$ cat src/hdl/ree_pkg.sv
package ree_pkg;

    // field and datapath widths
    localparam int ELEM_W        = 16;
    localparam int ANG_W         = 16;
    localparam int THR_W         = 15;
    localparam int ORD_W         = 3;
    localparam int CORDIC_STAGES = 16;
    localparam int STG_W         = 5;

    // square root of a 62-bit radicand, one result bit per cell
    localparam int RAD_W     = 62;
    localparam int ROOT_W    = 31;
    localparam int REM_W     = 34;
    localparam int SQ_STAGES = 31;

    // cordic vector and angle accumulator
    localparam int XY_W = 36;
    localparam int Z_W  = 34;

    // rotation order codes
    localparam logic [ORD_W-1:0] ORD_XYZ = 3'd0;
    localparam logic [ORD_W-1:0] ORD_YXZ = 3'd1;
    localparam logic [ORD_W-1:0] ORD_ZXY = 3'd2;
    localparam logic [ORD_W-1:0] ORD_ZYX = 3'd3;
    localparam logic [ORD_W-1:0] ORD_YZX = 3'd4;
    localparam logic [ORD_W-1:0] ORD_XZY = 3'd5;

    // which lane feeds an output angle
    typedef enum logic [1:0] {
        SRC_ZERO,
        SRC_A,
        SRC_B,
        SRC_C
    } t_src;

    typedef struct packed {
        t_src sx;
        t_src sy;
        t_src sz;
        logic bad;
    } t_ctl;

    // data carried alongside the square root cells
    typedef struct packed {
        logic signed [ELEM_W-1:0] s;
        logic signed [ELEM_W:0]   by;
        logic signed [ELEM_W:0]   bx;
        logic signed [ELEM_W:0]   cy;
        logic signed [ELEM_W:0]   cx;
        t_ctl                     ctl;
    } t_side;

    typedef struct packed {
        logic signed [XY_W-1:0] x;
        logic signed [XY_W-1:0] y;
        logic signed [Z_W-1:0]  z;
        logic                   zero;
    } t_vec;

    // atan(2^-i), one full turn is 2^32
    function automatic logic [31:0] atan_lut(input logic [STG_W-1:0] i);
        logic [31:0] v;
        case (i)
            5'd0:  v = 32'h20000000;
            5'd1:  v = 32'h12E4051E;
            5'd2:  v = 32'h09FB385B;
            5'd3:  v = 32'h051111D4;
            5'd4:  v = 32'h028B0D43;
            5'd5:  v = 32'h0145D7E1;
            5'd6:  v = 32'h00A2F61E;
            5'd7:  v = 32'h00517C55;
            5'd8:  v = 32'h0028BE53;
            5'd9:  v = 32'h00145F2F;
            5'd10: v = 32'h000A2F98;
            5'd11: v = 32'h000517CC;
            5'd12: v = 32'h00028BE6;
            5'd13: v = 32'h000145F3;
            5'd14: v = 32'h0000A2FA;
            5'd15: v = 32'h0000517D;
            5'd16: v = 32'h000028BE;
            5'd17: v = 32'h0000145F;
            5'd18: v = 32'h00000A30;
            5'd19: v = 32'h00000518;
            5'd20: v = 32'h0000028C;
            5'd21: v = 32'h00000146;
            5'd22: v = 32'h000000A3;
            5'd23: v = 32'h00000051;
            5'd24: v = 32'h00000029;
            5'd25: v = 32'h00000014;
            5'd26: v = 32'h0000000A;
            5'd27: v = 32'h00000005;
            5'd28: v = 32'h00000003;
            5'd29: v = 32'h00000001;
            5'd30: v = 32'h00000001;
            default: v = 32'h00000000;
        endcase
        return v;
    endfunction

endpackage

$ cat src/hdl/ree_cordic_cell.sv
module ree_cordic_cell (
    input  logic                         i_clk,
    input  logic                         i_en,
    input  logic [ree_pkg::STG_W-1:0]    i_stage,
    input  ree_pkg::t_vec                i_vec,
    output ree_pkg::t_vec                o_vec
);

    logic signed [ree_pkg::XY_W-1:0] xs;
    logic signed [ree_pkg::XY_W-1:0] ys;
    logic signed [ree_pkg::Z_W-1:0]  dz;
    ree_pkg::t_vec                   n_vec;
    ree_pkg::t_vec                   r_vec;

    // vectoring micro-rotation, drives y towards zero
    always_comb begin
        xs    = i_vec.x >>> i_stage;
        ys    = i_vec.y >>> i_stage;
        dz    = signed'(ree_pkg::Z_W'(ree_pkg::atan_lut(i_stage)));
        n_vec = i_vec;
        if (i_vec.y > 0) begin
            n_vec.x = i_vec.x + ys;
            n_vec.y = i_vec.y - xs;
            n_vec.z = i_vec.z + dz;
        end else begin
            n_vec.x = i_vec.x - ys;
            n_vec.y = i_vec.y + xs;
            n_vec.z = i_vec.z - dz;
        end
    end

    always_ff @(posedge i_clk) begin
        if (i_en) begin
            r_vec <= n_vec;
        end
    end

    assign o_vec = r_vec;

endmodule
$ cat config.mk
export PLATFORM = sky130hd
export DESIGN_NAME = ree_cordic_cell
export DESIGN_NICKNAME = d
export VERILOG_FILES = /design/src/hdl/ree_pkg.sv /design/src/hdl/ree_cordic_cell.sv
export SDC_FILE = /design/constraint.sdc
export NUM_CORES = 1
export LEC_CHECK = 0
export BUFFER_PORTS_ARGS = -buffer_cell sky130_fd_sc_hd__clkbuf_2
export CAP_MARGIN = 10
export CORE_MARGIN = 3
export CORE_UTILIZATION = 40
export CTS_BUF_LIST = sky130_fd_sc_hd__clkbuf_8
export CTS_CLUSTER_DIAMETER = 150
export DETAILED_ROUTE_END_ITERATION = 8
export GPL_ROUTABILITY_DRIVEN = 0
export MAX_ROUTING_LAYER = met4
export PLACE_DENSITY_LB_ADDON = 0.15
export SLEW_MARGIN = 25
export SYNTH_ARGS = -nofsm -noshare
export SYNTH_HDL_FRONTEND = slang
export SYNTH_SLANG_ARGS = --single-unit
$ cat constraint.sdc
create_clock -name i_clk -period 13.76 [get_ports i_clk]
set_clock_uncertainty 0.15 [all_clocks]
set_input_delay 1.376 -clock i_clk [delete_from_list [all_inputs] [get_ports i_clk]]
set_output_delay 1.376 -clock i_clk [all_outputs]
set_load 0.01 [all_outputs]
==> flow_metrics.tcl, run 1 <==
set metrics [dict create \
    synth-main-ff-cell "edfxtp_1" \
    synth_nets 2172 \
    num_io_pins 221 \
    async_flop_share_pct 0 \
    synthCells 1940 \
    ys_warn_count 0 \
    post-route-period-util_pct 60.7 \
    synth_area_leaders "edfxtp_1 19%, mux4_2 11%, ha_1 8.5%" \
    dr.pass1.iters 9 \
    p_leak_uw 0.00759 \
    fp.dieW_um 212 \
    mostFrequentLayoutCells "215 x clkbuf_2, 150 x nand2_1, 147 x a21oi_1" \
    clkTransAtPathRegs_ps 110 \
    globalRoute.totalOverflow 0 \
    largest_reg_flops 107 \
    cp-start-kind "input pin" \
    drive_gt1_share_pct 20.1 \
    dp_hpwl_um 48300 \
    multi_input_area_um2 13000 \
    ys_ff_latch 107 \
    fmax_mhz 120 \
    hold_viol 0 \
    cts_root_buffer "clkbuf_8" \
    nets 2303 \
    crit_path_end_kind "flip-flop" \
    slew_headroom_pct 32.4 \
    critPathMaxStageDelay_ps 860 \
    startpoint "i_stage[0]" \
    yosysSeqAreaShare_pct 18.9 \
    cts_resized 0 \
    worst_slew_pin_slew_ps 1010 \
    grt_use_total_pct 28.7 \
    grt_max_degree 100 \
    layout_commonest_cell "clkbuf_2" \
    power_density_nw_per_um2 94.3 \
    synth_top_cell_by_area "edfxtp_1" \
    hold_class "in -> reg" \
    h-tree-depth 3 \
    hold_ws_ps 961 \
    crit_arrival_ps 8390 \
    cp_slowest_cell "a222oi_1" \
    fill_cells 4160 \
    synth_top_area_share_pct 18.9 \
    min_period_ps 8350 \
    drt_first_iter_violations 1980 \
    ir_drop_mv 0.0553 \
    via_per_inst 6.51 \
    wirelength_um 64700 \
    cpMostUsedCell "o21ai_0" \
    synthDistinctLibCells 98 \
    drc 2 \
    regArea_um2 3210 \
    holdCritStartpoint "i_vec[0]" \
    placeableCoreArea_um2 41400 \
    violations "DRC" \
    num_rows 74 \
    cts_buffers 9 \
    worstSetupPathType "in -> reg" \
    cts_buffer_depth 2 \
    whs_path_depth 1 \
    grt_pass1_vias 16000 \
    power.total_uw 1740 \
    drv_cap 0 \
    start_util_pct 41.0 \
    path_cells "clkbuf_8 -> buf_4 -> mux4_2 -> a222oi_1 -> o22a_1 -> o21ai_2 -> or4b_4 -> nor4_4 -> nand2_2 -> or2_4 -> o31ai_2 -> xor2_1 -> ha_1 -> a21oi_1 -> o21a_1 -> o21ai_0 -> or3_1 -> o211a_1 -> o31a_1 -> o21ai_0 -> xnor2_1" \
    cts_tree "built" \
    clock_sinks 107 \
    antenna_left 0 \
    cts_hold_repair.buffers 0 \
    setup-violations-final 0 \
    synth_area_per_cell_um2 8.75 \
    dieArea_um2 44900 \
    critPathRequiredTime_ps 13800 \
    antenna_found_initial 0 \
    post_drt_wl_per_cell_um 24.8 \
    crit_fanout 99 \
    drv_slew 0 \
    port-buffer-count 220 \
    syn_to_final_growth_pct 8.93 \
    rsz0062_at_grt "false" \
    status "finished, violations left" \
    num_vias 17000 \
    post_cts_buffers 0 \
    synth_area_um2 17000 \
    die_h_um 212 \
    grt_pass1_wl_um 96500 \
    synth-edff-count 107 \
    setup_tns_ps 0 \
]
## synth_stat cells (all sizes together) (12+ instances only)
cell type and instances:
clkbuf 61, o31ai 14, nand4 13, inv 47
xor2 67, nor3 43, o211ai 18, a211oi 27
o21a 21, mux2 37, mux4 84, edfxtp 107
nor2b 24, o21ai 130, nand2 152, o22ai 27
and2 15, a21oi 148, nand2b 43, ha 115
and3 22, nand3 57, xnor2 109, a22oi 17
a21o 57, o221ai 14, a31oi 27, or2 12
buf 58, nor2 133, mux2i 85
## worst max-delay path, delay by kind of cell
kind	cells	cell delay (ps)
AO/OA/AOI/OAI	10	2610
AND/OR/NAND/NOR	5	1690
adder cells (fa/ha/maj)	1	320
multiplexers	1	610
buffers and inverters	2	1330
XOR/XNOR	2	290
## cells by family after synthesis
| kind of cell | after synthesis | synth area share [%] |
|---|---|---|
| AO/OA/AOI/OAI | 605 | 23.4 |
| AND/OR/NAND/NOR | 561 | 16.4 |
| multiplexers | 206 | 18.7 |
| XOR/XNOR | 176 | 9.08 |
| buffers and inverters | 167 | 4.58 |
| adder cells (fa/ha/maj) | 118 | 8.83 |
| flip-flops | 107 | 18.9 |
## area by class of cell
cell class | instances | share of cell area [%]
diodes | 1 | 0.0135
flip-flops and latches | 107 | 17.4
well taps | 532 | 3.60
repair buffers | 239 | 6.83
clock inverters | 7 | 0.250
inverters | 48 | 0.974
multi-input cells | 1666 | 70.3
clock buffers | 9 | 0.670
## path summary, 6_finish.rpt
path / end / slack, ps
worst max-delay path: o_vec[69] / 5410
worst min-delay path: o_vec[0] / 960
## report_power, final
| group | leakage [µW] | total, µW | switching [µW] | internal (µW) |
|---|---|---|---|---|
| clock | 0.0000763 | 187 | 123 | 64.5 |
| combinational | 0.00647 | 1050 | 621 | 429 |
| sequential | 0.00105 | 506 | 22.6 | 483 |
| total | 0.00759 | 1740 | 766 | 977 |
## routing by layer
metal  vias up  part of all wire (%)  track usage, %
met4         0                   4.6            13.0
li1       7694                     -               -
met3       215                    11            6.83
met2      1051                    42            40.6
met1      8025                    43            38.8
met5         -                     0               -
## per-stage QoR
step	setup slack, ps	util [%]	cell area [µm²]	std cells
6_report	5410	44.7	18500	2609
5_1_grt	5110	44.7	18500	2608
4_1_cts	5480	44.7	18500	2608
3_5_place_dp	4990	44.3	18300	2592
3_3_place_gp	5060	44.3	18300	2592
2_1_floorplan	6850	-	17000	1940
(Power assumes the default switching activity.)
==> run 2: changes to the inputs <==
- clock period: 13.76 -> 8.4 ns (I/O delays scaled with it)
==> flow_metrics.tcl, run 2 (synthesized netlist as in run 1, its figures left out) <==
set metrics [dict create \
    wirelength_um 65500 \
    num_rows 74 \
    clkTransAtPathRegs_ps 100 \
    critPathRequiredTime_ps 8470 \
    setup-violations-final 0 \
    layout_commonest_cell "clkbuf_2" \
    clock_sinks 107 \
    setup_tns_ps 0 \
    drive_gt1_share_pct 21.2 \
    drt_first_iter_violations 2201 \
    nets 2332 \
    pwr-share-seq_pct 28.4 \
    cp_top_family "compound AO/OA/AOI/OAI gates" \
    dr.pass1.iters 9 \
    fp.dieW_um 212 \
    violations "DRC" \
    ir_drop_mv 0.0903 \
    drv_slew 0 \
    cts_resized 0 \
    port-buffer-count 220 \
    crit_cells 23 \
    grt_pass1_wl_um 98000 \
    final_cell_count_no_fill 2638 \
    switchingPower_uw 1270 \
    num_vias 17300 \
    p_clk_share_pct 11.6 \
    start_util_pct 41.0 \
    h-tree-depth 3 \
    cp-endpoint "o_vec[69]" \
    p_leak_uw 0.00775 \
    whs_path_depth 1 \
    switching_share_pct 43.7 \
    dp_cells 2621 \
    drc 13 \
    globalRoute.totalOverflow 0 \
    internal_power_uw 1640 \
    antenna_left 0 \
    fmax_mhz 142 \
    hold_viol 0 \
    largest_reg_flops 107 \
    comb_power_share_pct 59.9 \
    cts_buffers 9 \
    post_cts_buffers 0 \
    post-route-period-util_pct 83.6 \
    dieArea_um2 44900 \
    worstSetupPathType "in -> reg" \
    grt_pass1_vias 16400 \
    startpoint "i_stage[0]" \
    placeableCoreArea_um2 41400 \
    cp-start-kind "input pin" \
    path_buf_inv 2 \
    cp_slowest_cell "mux4_2" \
    dp_hpwl_um 50400 \
    stdcell_area_um2 18700 \
    placed_cell_area_um2 18600 \
    grt_max_degree 81 \
    utilization_pct 45.3 \
    power.total_uw 2910 \
    rsz0062_at_grt "false" \
    post_drt_wl_per_cell_um 24.8 \
    cts_root_buffer "clkbuf_8" \
    cts_tree "built" \
    via_per_inst 6.54 \
    grt_use_total_pct 29.2 \
    critPathMaxStageDelay_ps 620 \
    fill_cells 4089 \
    crit_fanout 69 \
    cts_buffer_depth 2 \
    crit_arrival_ps 7100 \
    hold_class "in -> reg" \
    num_io_pins 221 \
    crit_path_end_kind "flip-flop" \
    slew_headroom_pct 32.1 \
    worst_slew_pin_slew_ps 1010 \
    mostFrequentLayoutCells "215 x clkbuf_2, 151 x nand2_1, 147 x a21oi_1" \
    path_cells "buf_6 -> buf_12 -> mux4_2 -> mux2i_1 -> o22ai_1 -> a211oi_1 -> ha_1 -> nand2_1 -> or3b_1 -> nor3_4 -> nand3_2 -> nand2_1 -> xnor2_1 -> ha_1 -> a21o_1 -> a21oi_1 -> o21a_1 -> o21ai_0 -> or3_1 -> o211a_1 -> o31a_1 -> o21ai_0 -> xnor2_1" \
    drv_cap 0 \
    status "finished, violations left" \
    min_period_ps 7020 \
    syn_to_final_growth_pct 10.4 \
    die_h_um 212 \
    power_density_nw_per_um2 155 \
    cts_hold_repair.buffers 0 \
    antenna_found_initial 1 \
]
==> run 2: metrics by stage <==
stage,hold WS (ps),setup WS [ps]
finish,410,1380
global route,396,1020
CTS,369,1520
detailed placement,891,988
global placement,874,1120
floorplan,789,2020
==> run 2: how the worst min path moves through the flow <==
stage,from,to,slack [ps]
floorplan,i_vec[0],o_vec[0],790
global placement,i_vec[0],o_vec[0],870
detailed placement,i_vec[0],o_vec[0],890
CTS,i_vec[0],o_vec[0],370
global route,i_vec[0],o_vec[0],400
finish,i_vec[0],o_vec[0],410
==> run 2: final cells by class <==
| cell class | instances | area [µm²] | share of cell area (%) |
|---|---|---|---|
| Multi-Input combinational cell | 1666 | 13000 | 69.4 |
| Sequential cell | 107 | 3210 | 17.1 |
| Timing Repair Buffer | 268 | 1490 | 7.95 |
| Tap cell | 532 | 666 | 3.55 |
| Inverter | 48 | 180 | 0.961 |
| Clock buffer | 9 | 124 | 0.661 |
| Clock inverter | 7 | 70.1 | 0.374 |
| Antenna cell | 1 | 2.50 | 0.0133 |
==> run 2: metal layers <==
layer  GRT usage [%]  routed length, µm  vias up
li1                -                  -     7760
met1            38.4              27200     8169
met2            42.1              27400     1085
met3            7.63               7620      246
met4            13.3               3250        0
met5               -                  0        -
==> run 2: power groups by stage <==
| stage | Clock, µW | Sequential, µW | Combinational [µW] |
|---|---|---|---|
| 2_1_floorplan | 0 | 919 | 1110 |
| 5_1_grt | 373 | 843 | 1900 |
| 3_5_place_dp | 0 | 841 | 1710 |
| 6_report | 339 | 828 | 1750 |
| 4_1_cts | 359 | 831 | 1720 |
| 3_3_place_gp | 0 | 840 | 1700 |
