[config.mk]
export PLATFORM = sky130hd
export DESIGN_NAME = ree_sqrt_cell
export DESIGN_NICKNAME = d
export VERILOG_FILES = /design/src/hdl/ree_pkg.sv /design/src/hdl/ree_sqrt_cell.sv
export SDC_FILE = /design/constraint.sdc
export NUM_CORES = 1
export LEC_CHECK = 0
export ABC_CLOCK_PERIOD_IN_PS = 5050
export BUFFER_PORTS_ARGS = -buffer_cell sky130_fd_sc_hd__buf_4
export CAP_MARGIN = 10
export CELL_PAD_IN_SITES_DETAIL_PLACEMENT = 0
export CELL_PAD_IN_SITES_GLOBAL_PLACEMENT = 2
export CORE_MARGIN = 2
export CORE_UTILIZATION = 31
export DETAILED_ROUTE_END_ITERATION = 10
export GPL_ROUTABILITY_DRIVEN = 0
export HOLD_SLACK_MARGIN = 0.05
export PLACE_DENSITY = 0.82
export SLEW_MARGIN = 20
export SYNTH_ARGS = -nofsm -noshare
export SYNTH_HDL_FRONTEND = slang
export SYNTH_SLANG_ARGS = --single-unit
[constraint.sdc]
create_clock -name i_clk -period 5.05 [get_ports i_clk]
set_clock_uncertainty 0.05 [all_clocks]
set_input_delay 1.01 -clock i_clk [delete_from_list [all_inputs] [get_ports i_clk]]
set_output_delay 1.01 -clock i_clk [all_outputs]
set_load 0.1 [all_outputs]
[src/hdl/ree_pkg.sv]
package ree_pkg;

    // field and datapath widths
    localparam int ELEM_W        = 16;
    localparam int ANG_W         = 16;
    localparam int THR_W         = 15;
    localparam int ORD_W         = 3;
    localparam int CORDIC_STAGES = 16;
    localparam int STG_W         = 5;

    // square root of a 62-bit radicand, one result bit per cell
    localparam int RAD_W     = 62;
    localparam int ROOT_W    = 31;
    localparam int REM_W     = 34;
    localparam int SQ_STAGES = 31;

    // cordic vector and angle accumulator
    localparam int XY_W = 36;
    localparam int Z_W  = 34;

    // rotation order codes
    localparam logic [ORD_W-1:0] ORD_XYZ = 3'd0;
    localparam logic [ORD_W-1:0] ORD_YXZ = 3'd1;
    localparam logic [ORD_W-1:0] ORD_ZXY = 3'd2;
    localparam logic [ORD_W-1:0] ORD_ZYX = 3'd3;
    localparam logic [ORD_W-1:0] ORD_YZX = 3'd4;
    localparam logic [ORD_W-1:0] ORD_XZY = 3'd5;

    // which lane feeds an output angle
    typedef enum logic [1:0] {
        SRC_ZERO,
        SRC_A,
        SRC_B,
        SRC_C
    } t_src;

    typedef struct packed {
        t_src sx;
        t_src sy;
        t_src sz;
        logic bad;
    } t_ctl;

    // data carried alongside the square root cells
    typedef struct packed {
        logic signed [ELEM_W-1:0] s;
        logic signed [ELEM_W:0]   by;
        logic signed [ELEM_W:0]   bx;
        logic signed [ELEM_W:0]   cy;
        logic signed [ELEM_W:0]   cx;
        t_ctl                     ctl;
    } t_side;

    typedef struct packed {
        logic signed [XY_W-1:0] x;
        logic signed [XY_W-1:0] y;
        logic signed [Z_W-1:0]  z;
        logic                   zero;
    } t_vec;

    // atan(2^-i), one full turn is 2^32
    function automatic logic [31:0] atan_lut(input logic [STG_W-1:0] i);
        logic [31:0] v;
        case (i)
            5'd0:  v = 32'h20000000;
            5'd1:  v = 32'h12E4051E;
            5'd2:  v = 32'h09FB385B;
            5'd3:  v = 32'h051111D4;
            5'd4:  v = 32'h028B0D43;
            5'd5:  v = 32'h0145D7E1;
            5'd6:  v = 32'h00A2F61E;
            5'd7:  v = 32'h00517C55;
            5'd8:  v = 32'h0028BE53;
            5'd9:  v = 32'h00145F2F;
            5'd10: v = 32'h000A2F98;
            5'd11: v = 32'h000517CC;
            5'd12: v = 32'h00028BE6;
            5'd13: v = 32'h000145F3;
            5'd14: v = 32'h0000A2FA;
            5'd15: v = 32'h0000517D;
            5'd16: v = 32'h000028BE;
            5'd17: v = 32'h0000145F;
            5'd18: v = 32'h00000A30;
            5'd19: v = 32'h00000518;
            5'd20: v = 32'h0000028C;
            5'd21: v = 32'h00000146;
            5'd22: v = 32'h000000A3;
            5'd23: v = 32'h00000051;
            5'd24: v = 32'h00000029;
            5'd25: v = 32'h00000014;
            5'd26: v = 32'h0000000A;
            5'd27: v = 32'h00000005;
            5'd28: v = 32'h00000003;
            5'd29: v = 32'h00000001;
            5'd30: v = 32'h00000001;
            default: v = 32'h00000000;
        endcase
        return v;
    endfunction

endpackage

[src/hdl/ree_sqrt_cell.sv]
module ree_sqrt_cell (
    input  logic                          i_clk,
    input  logic                          i_rst_n,
    input  logic                          i_en,
    input  logic                          i_vld,
    input  logic [ree_pkg::REM_W-1:0]     i_rem,
    input  logic [ree_pkg::ROOT_W-1:0]    i_root,
    input  logic [ree_pkg::RAD_W-1:0]     i_rad,
    input  ree_pkg::t_side                i_side,
    output logic                          o_vld,
    output logic [ree_pkg::REM_W-1:0]     o_rem,
    output logic [ree_pkg::ROOT_W-1:0]    o_root,
    output logic [ree_pkg::RAD_W-1:0]     o_rad,
    output ree_pkg::t_side                o_side
);

    logic [ree_pkg::REM_W+1:0]  rsh;
    logic [ree_pkg::REM_W+1:0]  trial;
    logic [ree_pkg::REM_W-1:0]  n_rem;
    logic [ree_pkg::ROOT_W-1:0] n_root;
    logic                       r_vld;
    logic [ree_pkg::REM_W-1:0]  r_rem;
    logic [ree_pkg::ROOT_W-1:0] r_root;
    logic [ree_pkg::RAD_W-1:0]  r_rad;
    ree_pkg::t_side             r_side;

    // one restoring step: bring down two radicand bits, try root*4+1
    always_comb begin
        rsh   = {i_rem, i_rad[ree_pkg::RAD_W-1 -: 2]};
        trial = (ree_pkg::REM_W+2)'({i_root, 2'b01});
        if (rsh >= trial) begin
            n_rem  = ree_pkg::REM_W'(rsh - trial);
            n_root = {i_root[ree_pkg::ROOT_W-2:0], 1'b1};
        end else begin
            n_rem  = rsh[ree_pkg::REM_W-1:0];
            n_root = {i_root[ree_pkg::ROOT_W-2:0], 1'b0};
        end
    end

    always_ff @(posedge i_clk) begin
        if (!i_rst_n) begin
            r_vld <= 1'b0;
        end else if (i_en) begin
            r_vld <= i_vld;
        end
        if (i_en) begin
            r_rem  <= n_rem;
            r_root <= n_root;
            r_rad  <= {i_rad[ree_pkg::RAD_W-3:0], 2'b00};
            r_side <= i_side;
        end
    end

    assign o_vld  = r_vld;
    assign o_rem  = r_rem;
    assign o_root = r_root;
    assign o_rad  = r_rad;
    assign o_side = r_side;

endmodule

==> results by group, run 1 <==
Place
  – Port Buffers: around 440
  – HPWL reported at the end of detailed placement: between 20000 and 30000 um
  – Worst Setup Slack post-DPL: between 0.8 and 0.9 ns

Critical path
  – Crit end category: register
  – Critical path fanouts, max: 54
  – Startpoint types: input pin
  – Data required time of the worst path: between 5 and 6 ns
  – Worst endpoint data arrival time: ~3.8 ns
  – Worst Path Class, Setup: input pin to register
  – Reg2Reg Depth: 2

Min path
  – Type of the worst min-delay path: register to register
  – Worst hold path cell count: 2

Clock tree
  – Postcts setup bufs: 0
  – CTS root buffer: clkbuf_16
  – CTS tree: yes
  – Number of instances resized during post-cts repair: 0
  – Number of clock sinks seen by CTS: 217
  – Maximum level of the CTS H-tree: 1
  – Post-CTS Hold Buffers: 0
  – Clock-pin transition on the worst setup and hold timing paths: around 0.06 ns
  – Buffers from clock root to sink, at most: 3
  – Latest clock arrival within the worst-skew pair: 0.52 ns
  – Number of buffers created by CTS: 26

STA
  – Count of final max-slew check failures: 0
  – Slew @ Worst Pin: 0.816 ns
  – Max-slew headroom: a little under half
  – Worst Setup Slack, final: between 1.5 and 2 ns
  – Tmin final: approximately 3.5 ns
  – Final period util: 70.2%
  – Setup repair after global routing missed its margin: false
  – Max Clock Freq: 282 MHz
  – Setup tns final: 0 ns
  – Number of hold violations in the final report: 0
  – Number of failing setup endpoints in the final timing report: 0

Logic synthesis
  – Sequential fraction of the synthesis area: a little over 70%
  – Most used flip-flop cell after synthesis: edfxtp_1
  – Count of state elements after synthesis: approximately 220
  – Parity-gate share of the synthesized area counting xor and xnor cells: under 10%
  – Yosys warns: 0
  – Number of library cell types mapped by synthesis: 59
  – Proportion of register bits with asynchronous set or reset after synthesis: 0%
  – Cells after synthesis: approximately 590
  – Combinational family with the most area after synthesis: compound AO/OA/AOI/OAI gates
  – Post-Synth Adder-Cell Area: approximately 4.6%
  – Multiplexer share of the synthesized area: approximately 1.3%
  – Number of enable flip-flop cells after synthesis: ~220
  – Synthesized area per cell: 15.3 um^2
  – Compound-gate portion of the synthesized area: about a tenth
  – Area share of and/or/nand/nor cells after synthesis: 6.11%
  – Netlist Area Pre-Place: around 9000 um^2

Route
  – First-iteration detailed-routing DRC count: between 300 and 400
  – DR pass1 iterations: 4
  – Remaining routing DRC violations: 0
  – Drt via density: around 4.7
  – Routed WL per cell: between 20 and 25 um
  – Final WL: 32300 um
  – Via count: just under 7000
  – Antenna-violating nets left: 0

Floorplan
  – Initial core utilization: a little under a third
  – Chip height: approximately 170 um
  – Die extent in x: around 170 um
  – Full die area: ~30000 um^2
  – Top-level port count: ~440
  – Placeable core region: ~29000 um^2
  – Std-Cell Rows: 62

Global routing
  – Number of antenna violations at the first check in global routing: 6
  – Vias in the first global route: 6771
  – All-layer global routing usage: around 21%
  – Global-route wire length before repair: 45800 um
  – Grt ovf: 0
  – Maximum number of pins on one net before global-route repair: between 100 and 150

Power
  – Peak ir drop on the vdd network: roughly 0.24 mV
  – Leakage power total: roughly 5.8 nW
  – Pwr per Cell Area: 455 nW/um^2
  – Total chip power: 6.16 mW

Cells and area
  – Number of nets in the finished design: between 1000 and 1500
  – Synth-to-layout area growth: 51.2%
  – Layout cells sized above 1: 48.3%
  – Register area: ~6500 um^2
  – Multi-input combinational cell area: between 2000 and 2500 um^2
  – Filler cell count: between 2000 and 3000

Run
  – Max Cap Violations: 0

Run status
  – Run status: complete, no violations
[cells in the mapped netlist, types with 4 or more instances]
| master | count | area, um^2 |
|---|---|---|
| a21o_1 | 15 | 113 |
| a21oi_1 | 40 | 200 |
| a21oi_2 | 10 | 87.6 |
| a31oi_1 | 4 | 25.0 |
| and3_1 | 7 | 43.8 |
| buf_2 | 4 | 20.0 |
| buf_6 | 4 | 45.0 |
| clkbuf_1 | 8 | 30.0 |
| edfxtp_1 | 216 | 6490 |
| ha_1 | 33 | 413 |
| inv_1 | 40 | 150 |
| mux2_2 | 8 | 90.1 |
| nand2_1 | 23 | 86.3 |
| nand3_1 | 6 | 30.0 |
| nand4_1 | 6 | 37.5 |
| nor2_1 | 43 | 161 |
| nor2b_1 | 4 | 25.0 |
| nor3_1 | 6 | 30.0 |
| o21a_1 | 7 | 52.6 |
| o21ai_0 | 15 | 75.1 |
| o21bai_1 | 6 | 45.0 |
| o22ai_1 | 4 | 25.0 |
| xnor2_1 | 15 | 131 |
| xor2_1 | 14 | 123 |
[flip-flops by register name, summed over array words and instances, names as in the netlist]
name and cells:
o_root 31, o_vld 1, o_rad 60, o_side 91, o_rem 34
[layer usage]
layer | global-route usage (%) | up-vias | part of all wire [%]
met2 | 33.4 | 268 | 47
met4 | 5.11 | 8 | 2.5
li1 | - | 3109 | -
met1 | 26.1 | 3316 | 41
met3 | 7.87 | 59 | 9.4
met5 | 0 | - | 0.17
[path summary, 6_finish.rpt]
kind              start        to  slack [ns]
min reg2reg       o_vld     o_vld        0.48
min               o_vld     o_vld        0.48
max          i_root[21]  o_rem[3]        1.50
max reg2reg       o_vld     o_vld        4.41
[kinds of logic after synthesis]
group / Yosys count
compound gates: 125
xor+xnor: 29
fa+ha+maj: 33
buf+inv: 60
flops: 217
mux: 10
other cells: 1
simple gates: 112
[layout by cell type, fill, tap and decap left out, types with 14 or more instances in the layout]
cell	n
edfxtp_1	216
a21oi_1	40
ha_1	33
nor2_1	43
xor2_1	14
nand2_1	23
inv_1	40
buf_4	438
o21ai_0	15
xnor2_1	15
clkbuf_16	27
a21o_1	15
[worst max-delay path: stages]
cell and delay (ns):
buf_4 0.08, inv_1 0.04, ha_1 0.47, nand4_1 0.21, nor4_2 0.40, nand3_1 0.12, nor2_1 0.18, a2111oi_2 0.07
o21a_1 0.36, inv_6 0.39, mux2_2 0.38
[power breakdown]
part / switching (mW) / leakage (nW) / internal (mW)
Sequential: 0.0480 / 2.12 / 2.18
Clock: 0.727 / 0.434 / 1.22
Combinational: 1.54 / 3.27 / 0.448
Total: 2.32 / 5.83 / 3.85
[layout make-up]
class	count	area share, %
Clock inverter	9	1.12
Tap cell	384	3.55
Multi-Input combinational cell	311	16.1
Antenna cell	2	0.0369
Inverter	41	1.17
Sequential cell	217	48.0
Clock buffer	36	5.46
Timing Repair Buffer	440	24.5
[stage by stage]
step                utilization [%]  hold slack (ns)  cell area, um^2  std cells
floorplan                         -            0.931             8960        588
global placement               44.3            0.456            12600       1393
detailed placement             44.3            0.471            12600       1393
CTS                            47.4            0.482            13500       1438
global route                   47.4            0.503            13500       1439
finish                         47.4            0.480            13500       1440
Power figures use the tool's default switching activity.
==> run 2: changes to the inputs <==
--- a/config.mk
+++ b/config.mk
@@ -5,17 +5,17 @@
 export SDC_FILE = /design/constraint.sdc
 export NUM_CORES = 1
 export LEC_CHECK = 0
-export ABC_CLOCK_PERIOD_IN_PS = 5050
+export ABC_CLOCK_PERIOD_IN_PS = 3470
 export BUFFER_PORTS_ARGS = -buffer_cell sky130_fd_sc_hd__buf_4
 export CAP_MARGIN = 10
 export CELL_PAD_IN_SITES_DETAIL_PLACEMENT = 0
 export CELL_PAD_IN_SITES_GLOBAL_PLACEMENT = 2
 export CORE_MARGIN = 2
-export CORE_UTILIZATION = 31
+export CORE_UTILIZATION = 29
 export DETAILED_ROUTE_END_ITERATION = 10
 export GPL_ROUTABILITY_DRIVEN = 0
 export HOLD_SLACK_MARGIN = 0.05
-export PLACE_DENSITY = 0.82
+export PLACE_DENSITY = 0.78
 export SLEW_MARGIN = 20
 export SYNTH_ARGS = -nofsm -noshare
 export SYNTH_HDL_FRONTEND = slang
==> constraint.sdc (replaced) <==
create_clock -name i_clk -period 3.47 [get_ports i_clk]
set_clock_uncertainty 0.05 [all_clocks]
set_input_delay 0.694 -clock i_clk [delete_from_list [all_inputs] [get_ports i_clk]]
set_output_delay 0.694 -clock i_clk [all_outputs]
set_load 0.1 [all_outputs]
==> run 2 against run 1 <==
  * Critical path depth down 1
  * First-iteration DRC count increased by 1.0%
  * Global-route usage shrank 0.77 points
  * Clock power grew 43%
  * Register-to-register slack lost 1.6 ns
  * Design area grew 1.5%
  * Critical endpoint is now o_rem[33]
==> results by group, run 2 (synthesis gave the netlist of run 1 again) <==
Critical path
  – Worst endpoint data arrival time: 3.07 ns
  – Startpoint types: input pin
  – Critical path fanouts, max: 5
  – Worst Path Class, Setup: input pin to register
  – Data required time of the worst path: ~3.7 ns
  – Crit end category: register

Place
  – Number of placed instances with taps included: roughly 1400
  – Port Buffers: around 440
  – HPWL reported at the end of detailed placement: roughly 27000 um

Floorplan
  – Full die area: 32300 um^2
  – Chip height: approximately 180 um
  – Initial core utilization: just under 30%
  – Std-Cell Rows: 64
  – Top-level port count: between 400 and 500
  – Placeable core region: about 31000 um^2
  – Die extent in x: 180 um

Global routing
  – Maximum number of pins on one net before global-route repair: ~90
  – Global-route wire length before repair: about 47000 um
  – Vias in the first global route: 6776
  – Number of antenna violations at the first check in global routing: 10
  – All-layer global routing usage: 19.8%
  – Grt ovf: 0

Route
  – Routed WL per cell: between 20 and 25 um
  – Drt via density: roughly 4.6
  – Final WL: between 30000 and 40000 um
  – DR pass1 iterations: 5
  – Via count: between 6000 and 7000
  – First-iteration detailed-routing DRC count: 398
  – Antenna-violating nets left: 0
  – Remaining routing DRC violations: 0

STA
  – Setup tns final: 0 ns
  – Max-slew headroom: 48.7%
  – Tmin final: approximately 2.8 ns
  – Setup repair after global routing missed its margin: false
  – Number of failing setup endpoints in the final timing report: 0
  – Worst slack on hold paths: 0.279 ns
  – Slew @ Worst Pin: roughly 0.77 ns
  – Max Clock Freq: around 350 MHz
  – Count of final max-slew check failures: 0
  – Final period util: roughly 80%
  – Number of hold violations in the final report: 0

Power
  – Peak ir drop on the vdd network: 0.316 mV
  – Leakage power total: 5.95 nW
  – Pwr per Cell Area: between 600 and 700 nW/um^2
  – Total chip power: about 9.0 mW

Cells and area
  – Number of nets in the finished design: 1318
  – Leading cell type in the layout, fill and taps excluded: buf_4
  – Flip-flop count of the largest register after layout: 91
  – Commonest cells after routing, fill and taps aside: 464 x buf_4, 216 x edfxtp_1, 43 x nor2_1
  – Register area: approximately 6500 um^2
  – Layout cells sized above 1: between 40% and 50%
  – Synth-to-layout area growth: 53.5%
  – Filler cell count: ~2800
  – Multi-input combinational cell area: 2180 um^2
  – Count of placed standard cells in the final layout, fillers left out: approximately 1500

Clock tree
  – Postcts setup bufs: 0
  – Maximum level of the CTS H-tree: 1
  – Number of buffers created by CTS: 25
  – CTS tree: yes
  – Clock-pin transition on the worst setup and hold timing paths: ~0.06 ns
  – Post-CTS Hold Buffers: 0
  – Number of clock sinks seen by CTS: ~220
  – Number of instances resized during post-cts repair: 0
  – Latest clock arrival within the worst-skew pair: 0.53 ns
  – CTS root buffer: clkbuf_16
  – Buffers from clock root to sink, at most: 3

Run
  – Max Cap Violations: 0

Min path
  – Type of the worst min-delay path: input pin to register

Run status
  – Run status: complete, no violations
[run 2: worst paths after layout]
kind                                 start         end  slack (ns)  cells past startpoint
worst max register to register       o_vld       o_vld        2.78                      2
worst max-delay path              i_rem[8]   o_rem[33]        0.63                     10
worst min-delay path            i_side[85]  o_side[85]        0.28                      1
worst min register to register       o_vld       o_vld        0.51                      2
[run 2: metrics by stage]
stage                     cell area (um^2)  setup WS, ns  utilization [%]
final                                13700         0.631             45.1
after global routing                 13700         0.425             45.0
after CTS                            13700         0.620             45.0
after detailed placement             12900        0.0647             42.2
after global placement               12900        0.0816             42.2
after floorplan                       8960         0.364                -
[run 2: routing by layer]
layer / global-route usage, % / vias to the layer above / share of wire (%)
met1: 24.5 / 3288 / 40
met3: 7.94 / 51 / 9.6
met2: 32.6 / 310 / 48
li1: - / 3163 / -
met5: 0 / - / 0.21
met4: 4.85 / 12 / 2.5
[run 2: critical path: stages]
cell	delay (ns)
buf_4	0.12
ha_1	0.35
a21o_1	0.22
a2111oi_0	0.45
o221ai_1	0.30
a31oi_1	0.21
buf_4	0.17
nor3_1	0.08
o22ai_1	0.14
mux2_2	0.34
[run 2: area by class of cell]
type	count	share of cell area, %
Sequential cell	217	47.3
Timing Repair Buffer	467	25.7
Multi-Input combinational cell	311	15.9
Clock buffer	27	4.61
Tap cell	396	3.60
Clock inverter	18	1.61
Inverter	41	1.16
Antenna cell	5	0.0910
[run 2: report_power, final]
group          internal (mW)  switching [mW]  total [mW]  leakage, nW
clock network           1.69            1.09        2.78        0.421
logic                  0.682            2.26        2.95         3.40
registers               3.17          0.0710        3.24         2.12
total                   5.54            3.42        8.96         5.95
==> run 3: changes to the inputs <==
--- a/config.mk
+++ b/config.mk
@@ -5,7 +5,7 @@
 export SDC_FILE = /design/constraint.sdc
 export NUM_CORES = 1
 export LEC_CHECK = 0
-export ABC_CLOCK_PERIOD_IN_PS = 3470
+export ABC_CLOCK_PERIOD_IN_PS = 3000
 export BUFFER_PORTS_ARGS = -buffer_cell sky130_fd_sc_hd__buf_4
 export CAP_MARGIN = 10
 export CELL_PAD_IN_SITES_DETAIL_PLACEMENT = 0
==> constraint.sdc (replaced) <==
create_clock -name i_clk -period 3 [get_ports i_clk]
set_clock_uncertainty 0.05 [all_clocks]
set_input_delay 0.6 -clock i_clk [delete_from_list [all_inputs] [get_ports i_clk]]
set_output_delay 0.6 -clock i_clk [all_outputs]
set_load 0.1 [all_outputs]
==> run 3 against run 2 <==
  * Critical path depth unchanged
  * Sequential power up 16%
  * Clock-buffer cell count up 8
  * First-iteration DRC count down 14%
  * Non-clock buffer count up 71
  * Flip-flop and latch count unchanged
  * Largest power group unchanged
  * Wire length up 0.61%
  * Highest routed layer unchanged
  * Setup slack worse by 0.31 ns
  * Cell count up 4.7%
==> results by group, run 3 (synthesis gave the netlist of run 1 again) <==
Floorplan
  – Placeable core region: a little over 30000 um^2
  – Full die area: 32300 um^2
  – Std-Cell Rows: 64
  – Chip height: 180 um
  – Die extent in x: 180 um
  – Initial core utilization: between 20% and 30%
  – Top-level port count: ~440

Critical path
  – CP max stage cell: a2111oi_0
  – Worst path buffer plus inverter count: 1
  – Critical path fanouts, max: 4
  – Biggest cell delay along the critical path: around 0.46 ns
  – Crit end category: register
  – Startpoint types: input pin
  – Worst endpoint data arrival time: roughly 3.0 ns
  – Data required time of the worst path: approximately 3.3 ns
  – Cell family with most CP delay: compound AO/OA/AOI/OAI gates
  – Worst Path Class, Setup: input pin to register
  – Cells along the critical path: buf_4 -> ha_1 -> a21o_1 -> a2111oi_0 -> o221ai_1 -> nand2_1 -> o31ai_2 -> nand4_1 -> mux2_2 -> o31ai_1

Clock tree
  – CTS tree: yes
  – Postcts setup bufs: 0
  – Latest clock arrival within the worst-skew pair: around 0.5 ns
  – Number of instances resized during post-cts repair: 0
  – Buffers from clock root to sink, at most: 3
  – Number of clock sinks seen by CTS: 217
  – Maximum level of the CTS H-tree: 1
  – Clock-pin transition on the worst setup and hold timing paths: 0.06 ns
  – CTS root buffer: clkbuf_16
  – Number of buffers created by CTS: 25
  – Post-CTS Hold Buffers: 0

Global routing
  – Global-route wire length before repair: approximately 48000 um
  – Grt ovf: 0
  – Maximum number of pins on one net before global-route repair: a little under 60
  – Vias in the first global route: 7201
  – Number of antenna violations at the first check in global routing: 9
  – All-layer global routing usage: roughly a fifth

Power
  – Fraction of power consumed by the clock network: between 20 and 30%
  – Sw Pwr: between 3 and 4 mW
  – Share of total power in sequential cells: between 30 and 40%
  – Proportion of power drawn by combinational gates: 34.7%
  – Pwr per Cell Area: between 700 and 800 nW/um^2
  – Internal Dissipation: about 6.2 mW
  – Total chip power: 10.1 mW
  – Peak ir drop on the vdd network: 0.469 mV
  – Switch share: 38.7%
  – Leakage power total: 6.25 nW

STA
  – Count of final max-slew check failures: 0
  – Slew @ Worst Pin: between 0.4 and 0.5 ns
  – Worst Setup Slack, final: 0.317 ns
  – Max-slew headroom: 66.7%
  – Max Clock Freq: 373 MHz
  – Setup repair after global routing missed its margin: false
  – Tmin final: between 2 and 3 ns
  – Final period util: 89.4%
  – Number of hold violations in the final report: 0
  – Number of failing setup endpoints in the final timing report: 0

Route
  – First-iteration detailed-routing DRC count: 343
  – Drt via density: ~4.6
  – Highest routing layer actually used: met5
  – Final WL: ~34000 um
  – DR pass1 iterations: 4
  – Routed WL per cell: about 22 um
  – Met2 WL: 16400 um
  – Sum of met3 wire segment lengths after detailed routing: 3040 um
  – Via count: ~7100
  – Remaining routing DRC violations: 0
  – Length of routed wiring on met1: ~13000 um
  – Antenna-violating nets left: 0

Cells and area
  – Multi-input combinational cell area: 2180 um^2
  – Flip-flop count of the largest register after layout: slightly above 90
  – Commonest cells after routing, fill and taps aside: 534 x buf_4, 216 x edfxtp_1, 43 x nor2_1
  – Layout cells sized above 1: a little over half
  – Register area: approximately 6500 um^2
  – Final instance area: between 10000 and 15000 um^2
  – Leading cell type in the layout, fill and taps excluded: buf_4
  – Number of nets in the finished design: approximately 1400
  – Filler cell count: ~2800
  – Core utilization of the finished layout: a little under half
  – Synth-to-layout area growth: 58.5%

Run status
  – Run status: complete, no violations

Min path
  – Type of the worst min-delay path: input pin to register

Run
  – Max Cap Violations: 0

Place
  – Worst Setup Slack post-DPL: -0.217 ns
  – HPWL reported at the end of detailed placement: 27200 um
  – Cell area after placement: 13400 um^2
  – Port Buffers: 438
-- run 3: changes by cell type in the layout (fill, tap and decap cells not counted), moves of 2 or more --
cell,delta
buf_4,+70
clkbuf_1,+6
bufinv_16,-4
clkinv_1,-3
clkbuf_8,+2
diode_2,-2
-- run 3: metrics by stage --
stage	instances	hold slack (ns)	TNS, ns
3_3_place_gp	1503	0.465	-3.39
4_1_cts	1549	0.170	0
2_1_floorplan	588	0.649	0
3_5_place_dp	1503	0.467	-5.39
5_1_grt	1549	0.169	0
6_report	1552	0.201	0
-- run 3: area by class of cell --
cell class | instances | share of cell area, %
clock buffers | 35 | 4.81
well taps | 396 | 3.49
repair buffers | 538 | 28.8
clock inverters | 11 | 0.555
multi-input cells | 311 | 15.4
inverters | 41 | 1.12
diodes | 3 | 0.0529
flip-flops and latches | 217 | 45.8
-- run 3: per-layer routing --
| metal | track usage, % | vias up |
|---|---|---|
| met5 | 0 | - |
| met4 | 4.85 | 16 |
| met3 | 7.17 | 57 |
| met2 | 33.5 | 300 |
| met1 | 24.4 | 3408 |
| li1 | - | 3301 |
-- run 3: worst paths after layout --
kind | slack [ns] | to | depth (start not counted) | startpoint
max | 0.32 | o_rem[31] | 10 | i_rem[8]
min | 0.20 | o_rad[6] | 1 | i_rad[4]
max reg2reg | 2.35 | o_vld | 2 | o_vld
min reg2reg | 0.48 | o_vld | 2 | o_vld
-- run 3: worst reg2reg max path, stage by stage (launching register included) --
cell	delay, ns
dfxtp_1	0.31
mux2i_1	0.12
nor2b_1	0.06
-- run 3: power by group through the flow --
stage | clock (mW) | sequential [mW] | combinational, mW
finish | 2.86 | 3.75 | 3.52
global route | 3.05 | 3.78 | 3.63
CTS | 2.95 | 3.76 | 3.55
detailed placement | 0 | 3.82 | 3.54
global placement | 0 | 3.81 | 3.53
floorplan | 0 | 5.81 | 0.459
